===== config.mk =====
export PLATFORM = sky130hd
export DESIGN_NAME = cbez_front
export DESIGN_NICKNAME = d
export VERILOG_FILES = /design/src/cbez_pkg.sv /design/src/cbez_front.sv
export SDC_FILE = /design/constraint.sdc
export NUM_CORES = 1
export LEC_CHECK = 0
export BUFFER_PORTS_ARGS = -buffer_cell sky130_fd_sc_hd__clkbuf_2
export CORE_MARGIN = 2
export CORE_UTILIZATION = 56
export DETAILED_ROUTE_END_ITERATION = 12
export PLACE_DENSITY = 0.87
export SLEW_MARGIN = 20
export SYNTH_ARGS = -nofsm -noshare
export SYNTH_HDL_FRONTEND = slang
export SYNTH_SLANG_ARGS = --single-unit

===== constraint.sdc =====
create_clock -name aclk -period 10.2 [get_ports aclk]
set_input_delay 2.04 -clock aclk [delete_from_list [all_inputs] [get_ports aclk]]
set_output_delay 2.04 -clock aclk [all_outputs]
set_load 0.02 [all_outputs]

===== src/cbez_pkg.sv =====
package cbez_pkg;

    localparam int STEP_COUNT  = 20;
    localparam int COORD_W     = 20;
    localparam int WEIGHT_W    = 17;
    localparam int ONE_Q16     = 65536;
    localparam int K_W         = $clog2(STEP_COUNT);
    localparam int QUEUE_DEPTH = 2;
    localparam int QPTR_W      = $clog2(QUEUE_DEPTH);
    localparam int QCNT_W      = $clog2(QUEUE_DEPTH + 1);

    typedef logic signed [COORD_W-1:0] coord_t;
    typedef logic [WEIGHT_W-1:0] weight_t;
    typedef logic [K_W-1:0] step_t;

    typedef struct packed {
        coord_t [3:0] x;
        coord_t [3:0] y;
    } ctrl_set_t;

    typedef weight_t weight_arr_t [STEP_COUNT];

    function automatic weight_arr_t build_weights();
        weight_arr_t tbl;
        for (int k = 0; k < STEP_COUNT; k++) begin
            tbl[k] = WEIGHT_W'((k * ONE_Q16 + STEP_COUNT / 2) / STEP_COUNT);
        end
        return tbl;
    endfunction

    localparam weight_arr_t WEIGHT_TABLE = build_weights();

    function automatic coord_t lerp_q16(coord_t a, coord_t b, weight_t w);
        logic signed [WEIGHT_W:0] ws;
        logic signed [WEIGHT_W:0] w1s;
        logic signed [COORD_W+WEIGHT_W:0] p0;
        logic signed [COORD_W+WEIGHT_W:0] p1;
        logic signed [COORD_W+WEIGHT_W+1:0] s;
        ws  = signed'({1'b0, w});
        w1s = (WEIGHT_W+1)'(ONE_Q16) - ws;
        p0  = a * w1s;
        p1  = b * ws;
        s   = (COORD_W+WEIGHT_W+2)'(p0) + (COORD_W+WEIGHT_W+2)'(p1)
            + (COORD_W+WEIGHT_W+2)'(ONE_Q16 / 2);
        return s[COORD_W+15:16];
    endfunction

endpackage


===== src/cbez_front.sv =====
module cbez_front (
    input  logic               aclk,
    input  logic               aresetn,
    input  logic               s_valid,
    output logic               s_ready,
    input  cbez_pkg::ctrl_set_t s_set,
    output cbez_pkg::ctrl_set_t head_data,
    output logic               head_valid,
    input  logic               head_pop
);
    import cbez_pkg::*;

    ctrl_set_t            mem [QUEUE_DEPTH];
    logic [QPTR_W-1:0]    wr_ptr_reg;
    logic [QPTR_W-1:0]    rd_ptr_reg;
    logic [QCNT_W-1:0]    count_reg;
    logic                 push;
    logic                 pop;

    always_comb begin
        s_ready    = (count_reg != QCNT_W'(QUEUE_DEPTH));
        head_valid = (count_reg != '0);
        head_data  = mem[rd_ptr_reg];
        push       = s_valid && s_ready;
        pop        = head_pop && head_valid;
    end

    always_ff @(posedge aclk) begin
        if (push) begin
            mem[wr_ptr_reg] <= s_set;
        end
    end

    always_ff @(posedge aclk) begin
        if (!aresetn) begin
            wr_ptr_reg <= '0;
            rd_ptr_reg <= '0;
            count_reg  <= '0;
        end else begin
            if (push) begin
                wr_ptr_reg <= (wr_ptr_reg == QPTR_W'(QUEUE_DEPTH - 1)) ? '0 : wr_ptr_reg + 1'b1;
            end
            if (pop) begin
                rd_ptr_reg <= (rd_ptr_reg == QPTR_W'(QUEUE_DEPTH - 1)) ? '0 : rd_ptr_reg + 1'b1;
            end
            count_reg <= count_reg + QCNT_W'(push) - QCNT_W'(pop);
        end
    end

endmodule


==> run_results.csv, run 1 <==
group,metric,value,unit
run_status,status,"complete, no violations",
worst_setup_path,reg2reg_slack,7.40,ns
sta,slew_headroom,26.8,%
worst_setup_path,rr_endpoint,"mem[0][99]",
yosys,synth-seq-cells,325,
sta,whs,0.584,ns
clock_tree,holdBufCountCts,0,
final_layout,largest_register_ffs,320,
route,route.detailed.drc,0,
final_layout,area.growth.synth_to_final,22.6,%
sta,worst_slew_pin_slew,1.10,ns
power_and_ir_drop,powerDensity,238,nW/µm²
final_layout,multi_input_area,2340,µm²
placement,post-place-cells,1119,
clock_tree,cts_num_sinks,325,
floorplanning,chipHeight,152,µm
final_layout,fin_cells,1172,
yosys,yosysUniqueCellTypes,24,
final_layout,drive_gt1_share,59.9,%
global_route,grt_antenna_before_repair,1,
yosys,syn_nets,692,
sta,final.setup_skew,0.0117,ns
clock_tree,numCtsBuffers,31,
clock_tree,clk_pin_slew_worst_paths,0.06,ns
placement,port_buffers,325,
power_and_ir_drop,leakage,5.85,nW
floorplanning,start_util,56.5,%
clock_tree,clockRootBuffer,"clkbuf_16",
job,cap_violations,0,
clock_tree,clockBufferDepth,3,
worst_hold_path,hp-class,"flip-flop to flip-flop",
global_route,grt_max_degree,84,
placement,place_congestion,0.749,
sta,slew_violations,0,
floorplanning,dieArea,23000,µm²
worst_hold_path,min_from,"rd_ptr_reg",
clock_tree,cts_max_level,1,
sta,hold_viol,0,
floorplanning,fp.dieW,152,µm
final_layout,seqCellArea,9710,µm²
yosys,synthFlopType,"edfxtp_1",
yosys,syn_area,12200,µm²
floorplanning,io_pins,326,
sta,fin_crit_sh,47.4,%
worst_setup_path,cp_data_required_time,8.16,ns
yosys,synthCells,527,
worst_setup_path,start_kind,"flip-flop",
yosys,seq_area_frac_synth,79.5,%
placement,dp_hpwl,15500,µm
final_layout,fin_nets,1037,
sta,min_period,4.83,ns
final_layout,design_area,15000,µm²
yosys,yosysTopAreaCell,"edfxtp_1",
sta,setup_viol,0,
route,first_iter_violations,354,
worst_hold_path,worstHoldPathCells,2,
floorplanning,core,21600,µm²
worst_setup_path,arrival,2.79,ns
route,postRouteAntennaNets,0,
route,vias_per_cell,5.24,
route,drt-total-wl,23300,µm
route,routedWlPerCell,19.9,µm
power_and_ir_drop,power,0.00357,W
placement,placed_area,14100,µm²
yosys,async_flop_share,0,%
worst_setup_path,timing_worst_setup_path_type,"flip-flop to output pin",
clock_tree,cts_tree,"yes",
clock_tree,cts-resized-gates,0,
final_layout,nFillCells,1365,
yosys,yosys-top-cells-area,"edfxtp_1 79%, mux2_4 12%, mux2_2 5.5%",
clock_tree,postCtsSetupBuffers,0,
worst_setup_path,ff2ff_path_depth,4,
floorplanning,num_rows,54,
yosys,synth.avg_cell_area,23.2,µm²
yosys,yosysWarnings,0,
yosys,synth-edff-count,320,
global_route,grt_pass1_wl,32300,µm
global_route,grt_util_all_layers,18.7,%
global_route,grt-ovfl-total,0,
route,via_count,6147,
worst_setup_path,r2r_start,"count_reg[0]",
worst_setup_path,end_kind,"output pin",
yosys,synth_top_area_share,78.7,%
worst_setup_path,path_max_fanout,63,
sta,fmax,0.207,GHz
sta,tns,0,ns
power_and_ir_drop,vdd_drop_max,0.000196,V
clock_tree,clk_latency,0.53,ns
global_route,grt_pass1_vias,6140,
route,drt_pass1_iterations,5,
sta,rsz0062_at_grt,"false",
## area by class of cell
type	instances	share of cell area [%]
Antenna cell	1	0.0167
Clock buffer	46	5.76
Clock inverter	6	0.242
Inverter	1	0.0585
Multi-Input combinational cell	183	15.6
Sequential cell	325	64.8
Tap cell	280	2.34
Timing Repair Buffer	330	11.1
## synthesized netlist by cell type (2+ instances only)
master,n
buf_2,6
mux2_4,100
a21bo_2,2
dfxtp_1,5
mux2_2,60
nand2b_1,2
buf_6,12
edfxtp_1,320
and2_1,3
nor2_1,2
o21ai_0,2
## per-stage QoR
step	util [%]	setup slack (ns)
after floorplan	-	3.90
after global placement	65.1	5.86
after detailed placement	65.1	5.82
after CTS	69.3	5.28
after global routing	69.3	5.18
final	69.3	5.37
## critical path, stage by stage (launching register included)
cell and delay [ns]:
dfxtp_4 0.71, buf_4 0.91, mux2_2 0.44, clkbuf_2 0.16
## layer usage
metal	global-route usage, %	vias up	share of wire, %
met5	0	-	0
met4	5.51	0	2.2
met3	4.85	34	9.0
met2	34.8	285	53
met1	21.0	3041	36
li1	-	2787	-
## worst max-delay path by stage
stage	from	endpoint	slack, ns	cells past startpoint
global route	flip-flop	head_data[43]	5.18	3
detailed placement	s_valid	mem[0][58]	5.82	4
CTS	flip-flop	head_data[43]	5.28	3
global placement	s_valid	mem[0][130]	5.86	4
floorplan	s_valid	mem[1][0]	3.90	1
finish	flip-flop	head_data[43]	5.37	3
## cell usage in the layout (no fill, tap or decap), types with 2 or more instances in the layout
master	count
dfxtp_1	4
o21ai_0	2
nand2b_1	2
clkinv_1	2
mux2_2	60
clkinv_2	2
edfxtp_1	320
clkbuf_1	12
and2_1	3
nor2_1	2
mux2_4	100
buf_4	5
clkbuf_8	3
a21bo_2	2
clkbuf_16	31
clkbuf_2	325
## power by group
group	total (W)	leakage (nW)	internal [W]	switching, W
registers	0.00168	3.04	0.00163	0.0000550
clock network	0.00102	0.435	0.000578	0.000438
logic	0.000872	2.38	0.000378	0.000494
total	0.00357	5.85	0.00258	0.000986
## logic make-up after synthesis
group                    Yosys count  synth area share, %
XOR/XNOR                           1               0.0717
adder cells (fa/ha/maj)            1                0.102
flip-flops                       325                 79.5
buffers and inverters             19                 1.38
AND/OR/NAND/NOR                   13                0.604
multiplexers                     161                 17.9
AO/OA/AOI/OAI                      7                0.441
Note: power is estimated with default switching activity, not from simulation.
==> run 2: changes to the inputs <==
- ABC_AREA: unset -> 1
- CORE_UTILIZATION: 56 -> 52
- PLACE_DENSITY: 0.87 -> 0.82
- clock period: 10.2 -> 4.6 ns (I/O delays scaled with it)
==> run_results.csv, run 2 <==
group,metric,value,unit
power_and_ir_drop,leakage,5.97,nW
yosys,synth_most_common_cell,"edfxtp_1",
sta,slew_violations,0,
floorplanning,io_pins,326,
sta,fmax,0.296,GHz
final_layout,final_common_cell,"clkbuf_2",
yosys,synth-seq-cells,325,
worst_setup_path,arrival,2.46,ns
global_route,grt_max_degree,69,
floorplanning,num_rows,56,
placement,dp_hpwl,15700,µm
clock_tree,cts_tree,"yes",
clock_tree,clk_pin_slew_worst_paths,0.06,ns
yosys,async_flop_share,0,%
global_route,grt_util_met3,5.67,%
worst_hold_path,worstHoldPathCells,2,
floorplanning,fp.dieW,157,µm
sta,slew_headroom,38.6,%
sta,setup_viol,0,
power_and_ir_drop,vdd_drop_max,0.000398,V
sta,rsz0062_at_grt,"false",
power_and_ir_drop,p_comb_share,26.6,%
sta,fin_crit_sh,73.4,%
worst_hold_path,min_from,"rd_ptr_reg",
clock_tree,holdBufCountCts,0,
power_and_ir_drop,seqPwrFrac,44.8,%
sta,layout_setup_ws,1.22,ns
placement,dp_slack,1.75,ns
final_layout,seqCellArea,9710,µm²
job,cap_violations,0,
clock_tree,cts_max_level,1,
global_route,grt_util_all_layers,17.5,%
yosys,seq_area_frac_synth,79.7,%
clock_tree,numCtsBuffers,31,
worst_setup_path,r2r_start,"count_reg[0]",
yosys,synth.avg_cell_area,22.8,µm²
clock_tree,clockBufferDepth,3,
final_layout,fin_cells,1225,
yosys,synth_top_area_share,78.9,%
final_layout,area.growth.synth_to_final,24.9,%
sta,final.setup_skew,0.0133,ns
global_route,grt-busiest-layer,"met2",
worst_hold_path,hp-class,"flip-flop to flip-flop",
clock_tree,postCtsSetupBuffers,0,
floorplanning,core,23300,µm²
clock_tree,cts-resized-gates,0,
route,drt_pass1_iterations,4,
power_and_ir_drop,pwr-share-clk,28.7,%
clock_tree,clk_latency,0.54,ns
sta,hold_viol,0,
final_layout,largest_register_ffs,320,
placement,post-place-cells,1167,
final_layout,multi_input_area,2300,µm²
clock_tree,cts_num_sinks,325,
yosys,synthCells,534,
floorplanning,dieArea,24700,µm²
global_route,grt_pass1_wl,32800,µm
yosys,yosysWarnings,0,
worst_setup_path,end_kind,"output pin",
route,via_count,6058,
worst_setup_path,start_kind,"flip-flop",
global_route,grt_pass1_vias,6119,
final_layout,layout_common_cells,"325 x clkbuf_2, 320 x edfxtp_1, 100 x mux2_4, 60 x mux2_2, 31 x clkbuf_16",
route,vias_per_cell,4.95,
global_route,grt_use_met2,30.6,%
sta,min_period,3.38,ns
global_route,grt-ovfl-total,0,
worst_setup_path,path_max_fanout,55,
final_layout,nFillCells,1589,
route,postRouteAntennaNets,0,
yosys,synthTopCellsByCount,"320 x edfxtp_1, 100 x mux2_4, 60 x mux2_2",
clock_tree,clockRootBuffer,"clkbuf_16",
worst_setup_path,timing_worst_setup_path_type,"flip-flop to output pin",
run_status,status,"complete, no violations",
placement,place_congestion,0.741,
power_and_ir_drop,p_int,0.00627,W
global_route,grtUsageMet1,20.8,%
sta,whs,0.505,ns
sta,worst_slew_pin_slew,0.918,ns
floorplanning,chipHeight,157,µm
final_layout,drive_gt1_share,59.7,%
power_and_ir_drop,powerDensity,576,nW/µm²
placement,port_buffers,325,
final_layout,fin_nets,1046,
route,first_iter_violations,331,
worst_setup_path,reg2reg_slack,2.32,ns
worst_setup_path,ff2ff_path_depth,5,
yosys,yosysTopAreaCell,"edfxtp_1",
power_and_ir_drop,swShare,28.4,%
worst_setup_path,rr_endpoint,"mem[1][122]",
yosys,syn_area,12200,µm²
yosys,yosysUniqueCellTypes,13,
yosys,synth-edff-count,320,
route,route.detailed.drc,0,
yosys,synthFlopType,"edfxtp_1",
route,drt-total-wl,23100,µm
yosys,syn_nets,699,
global_route,grt_antenna_before_repair,1,
worst_setup_path,cp_data_required_time,3.68,ns
floorplanning,start_util,52.4,%
power_and_ir_drop,power.switching,0.00249,W
yosys,yosys-top-cells-area,"edfxtp_1 79%, mux2_4 12%, mux2_2 5.5%",
route,routedWlPerCell,18.9,µm
==> run 2: cell count changes after synthesis, moves of 3 or more <==
cell / previous run / this run
nand2_1: 1 / 11
nor2_1: 2 / 9
and2_1: 3 / 0
inv_1: 1 / 7
==> run 2: power groups by stage <==
stage / Sequential [W] / Combinational (W) / Clock, W
floorplan: 0.00395 / 0.00173 / 0
global placement: 0.00397 / 0.00232 / 0
detailed placement: 0.00399 / 0.00235 / 0
CTS: 0.00394 / 0.00236 / 0.00257
global route: 0.00397 / 0.00247 / 0.00268
finish: 0.00393 / 0.00233 / 0.00251
==> run 2: layer usage <==
layer	wire, µm	vias up
li1	-	2800
met2	11600	267
met5	0	-
met3	2150	44
met4	541	0
met1	8760	2947
==> run 2: how the worst max path moves through the flow <==
stage	startpoint	end	cells past startpoint
6_report	flip-flop	head_data[15]	3
5_1_grt	flip-flop	head_data[15]	3
4_1_cts	flip-flop	head_data[21]	3
3_5_place_dp	flip-flop	head_data[21]	3
3_3_place_gp	flip-flop	head_data[35]	3
2_1_floorplan	s_valid	mem[1][0]	2
==> run 2: kinds of logic (layout without fill, tap and decap cells) <==
logic type,Yosys count,in the layout,share of synthesized area (%)
flip-flops,325,325,79.7
multiplexers,160,160,17.9
buffers and inverters,25,396,1.57
AND/OR/NAND/NOR,21,21,0.657
adder cells (fa/ha/maj),1,1,0.103
AO/OA/AOI/OAI,1,1,0.0410
XOR/XNOR,1,1,0.0719
other,0,1,0
==> run 2: critical path, cell delays in order, from the launching register on <==
cell	delay [ns]
dfxtp_4	0.91
buf_4	0.43
mux2_2	0.39
clkbuf_2	0.16
==> run 2: per-stage QoR <==
step	power (W)	instance area, µm²	utilization, %	setup TNS [ns]
floorplan	0.00568	12200	-	-355.86
global placement	0.00629	14200	61.0	0
detailed placement	0.00635	14200	61.0	0
CTS	0.00887	15200	65.4	0
global route	0.00912	15200	65.4	0
finish	0.00877	15200	65.4	0
==> run 2: cell type report <==
cell class	instances	share of cell area, %
timing repair buffer	332	11.5
clock inverter	11	1.01
tap	319	2.62
inverter	7	0.173
multi-input combinational	184	15.1
sequential	325	63.8
clock buffer	46	5.73
antenna	1	0.0164
==> run 3: changes to the inputs <==
- ABC_AREA: 1 -> 0
- clock period: 4.6 -> 3.4 ns (I/O delays scaled with it)
==> run_results.csv, run 3 (same netlist as run 1, synthesis figures left out) <==
group,metric,value,unit
run_status,status,"complete, no violations",
worst_hold_path,worstHoldPathCells,1,
placement,port_buffers,325,
final_layout,utilization,66.1,%
global_route,grt_util_all_layers,17.5,%
clock_tree,holdBufCountCts,0,
power_and_ir_drop,power.switching,0.00305,W
floorplanning,fp.dieW,157,µm
worst_setup_path,end_kind,"output pin",
power_and_ir_drop,pwr-share-clk,31.3,%
power_and_ir_drop,power,0.0112,W
worst_setup_path,timing_worst_setup_path_type,"flip-flop to output pin",
power_and_ir_drop,p_int,0.00820,W
final_layout,drive_gt1_share,60.6,%
global_route,grt_pass1_vias,6371,
sta,hold_viol,0,
worst_setup_path,arrival,2.15,ns
route,drt_pass1_iterations,4,
worst_hold_path,min_from,"s_set[15]",
final_layout,design_area,15400,µm²
sta,rsz0062_at_grt,"false",
clock_tree,cts_tree,"yes",
floorplanning,num_rows,56,
power_and_ir_drop,swShare,27.1,%
route,routedWlPerCell,18.4,µm
power_and_ir_drop,vdd_drop_max,0.000537,V
clock_tree,clockBufferDepth,3,
worst_setup_path,cp.buffers_inverters,2,
power_and_ir_drop,powerDensity,731,nW/µm²
worst_setup_path,cp_data_required_time,2.72,ns
global_route,grt_max_degree,85,
sta,final.setup_skew,0.00868,ns
worst_setup_path,rr_endpoint,"mem[0][57]",
worst_setup_path,max_stage_delay,0.76,ns
sta,fmax,0.353,GHz
route,route.detailed.drc,0,
global_route,grt_pass1_wl,32800,µm
sta,slew_headroom,56.1,%
final_layout,fin_nets,1048,
clock_tree,clk_latency,0.49,ns
worst_hold_path,hp-class,"input pin to flip-flop",
job,cap_violations,0,
worst_hold_path,holdPathEnd,"mem[0][15]",
worst_setup_path,crit_family,"flip-flops",
clock_tree,postCtsSetupBuffers,0,
worst_setup_path,path_cells,"buf_12 > mux2_4 > clkbuf_2",
clock_tree,cts_max_level,2,
global_route,grt_antenna_before_repair,2,
clock_tree,cts-resized-gates,0,
worst_setup_path,r2r_start,"count_reg[0]",
clock_tree,clk_pin_slew_worst_paths,0.06,ns
final_layout,area.growth.synth_to_final,25.9,%
placement,dp_hpwl,15200,µm
clock_tree,cts_num_sinks,325,
worst_setup_path,path_max_fanout,35,
worst_setup_path,ff2ff_path_depth,4,
placement,placed_area,14300,µm²
route,drt-total-wl,22600,µm
sta,fin_crit_sh,83.4,%
worst_setup_path,slowest_stage,"dfxtp_4",
floorplanning,chipHeight,157,µm
sta,whs,0.372,ns
floorplanning,io_pins,326,
worst_setup_path,reg2reg_slack,1.46,ns
worst_setup_path,start_kind,"flip-flop",
route,vias_per_cell,4.93,
placement,place_congestion,0.763,
final_layout,nFillCells,1616,
sta,worst_slew_pin_slew,0.658,ns
power_and_ir_drop,seqPwrFrac,44.8,%
floorplanning,start_util,52.5,%
clock_tree,numCtsBuffers,34,
floorplanning,core,23300,µm²
floorplanning,dieArea,24700,µm²
sta,setup_viol,0,
final_layout,final_common_cell,"clkbuf_2",
route,via_count,6062,
clock_tree,clockRootBuffer,"clkbuf_16",
power_and_ir_drop,leakage,6.01,nW
route,first_iter_violations,328,
final_layout,largest_register_ffs,320,
final_layout,layout_common_cells,"325 x clkbuf_2, 320 x edfxtp_1, 100 x mux2_4, 60 x mux2_2, 37 x clkbuf_16",
global_route,grt-ovfl-total,0,
sta,min_period,2.83,ns
sta,slew_violations,0,
power_and_ir_drop,p_comb_share,23.9,%
route,postRouteAntennaNets,0,
==> run 3: changes by cell type in the layout (fill, tap and decap cells not counted), sizes merged, moves of 3 or more <==
cell	change
and2	+3
buf	+6
bufinv	-3
clkbuf	+3
clkinv	+4
inv	-6
nand2	-10
nor2	-7
==> run 3: power groups by stage <==
stage	Sequential, W	Clock [W]	Combinational (W)
after floorplan	0.00506	0	0.00198
after global placement	0.00510	0	0.00269
after detailed placement	0.00513	0	0.00271
after CTS	0.00505	0.00361	0.00273
after global routing	0.00508	0.00376	0.00286
final	0.00504	0.00351	0.00269
==> run 3: metrics by stage <==
| stage | cells | setup TNS, ns | setup slack (ns) |
|---|---|---|---|
| 3_3_place_gp | 1166 | 0 | 1.06 |
| 4_1_cts | 1228 | 0 | 0.507 |
| 3_5_place_dp | 1166 | 0 | 1.04 |
| 2_1_floorplan | 527 | -28.62 | -0.179 |
| 6_report | 1230 | 0 | 0.566 |
| 5_1_grt | 1229 | 0 | 0.460 |
==> run 3: area by class of cell <==
cell class                 instances  area [µm²]  area share [%]
multi-input combinational        183        2340            15.2
timing repair buffer             338        1820            11.9
sequential                       325        9710            63.2
antenna                            2        5.00          0.0325
clock inverter                    13        85.1           0.553
tap                              319         399            2.60
inverter                           1        7.51          0.0488
clock buffer                      49        1000            6.51
==> run 3: per-layer routing <==
layer	GRT usage, %	wire length [µm]
met4	7.62	806
met2	31.1	11500
met5	0	13
met1	19.3	8410
met3	5.53	1810
==> run 3: worst max-delay path by stage <==
stage,from,to,cells past startpoint
floorplan,s_valid,mem[0][0],2
global placement,flip-flop,head_data[38],3
detailed placement,flip-flop,head_data[16],3
CTS,flip-flop,head_data[16],3
global route,flip-flop,head_data[17],3
finish,flip-flop,head_data[131],3
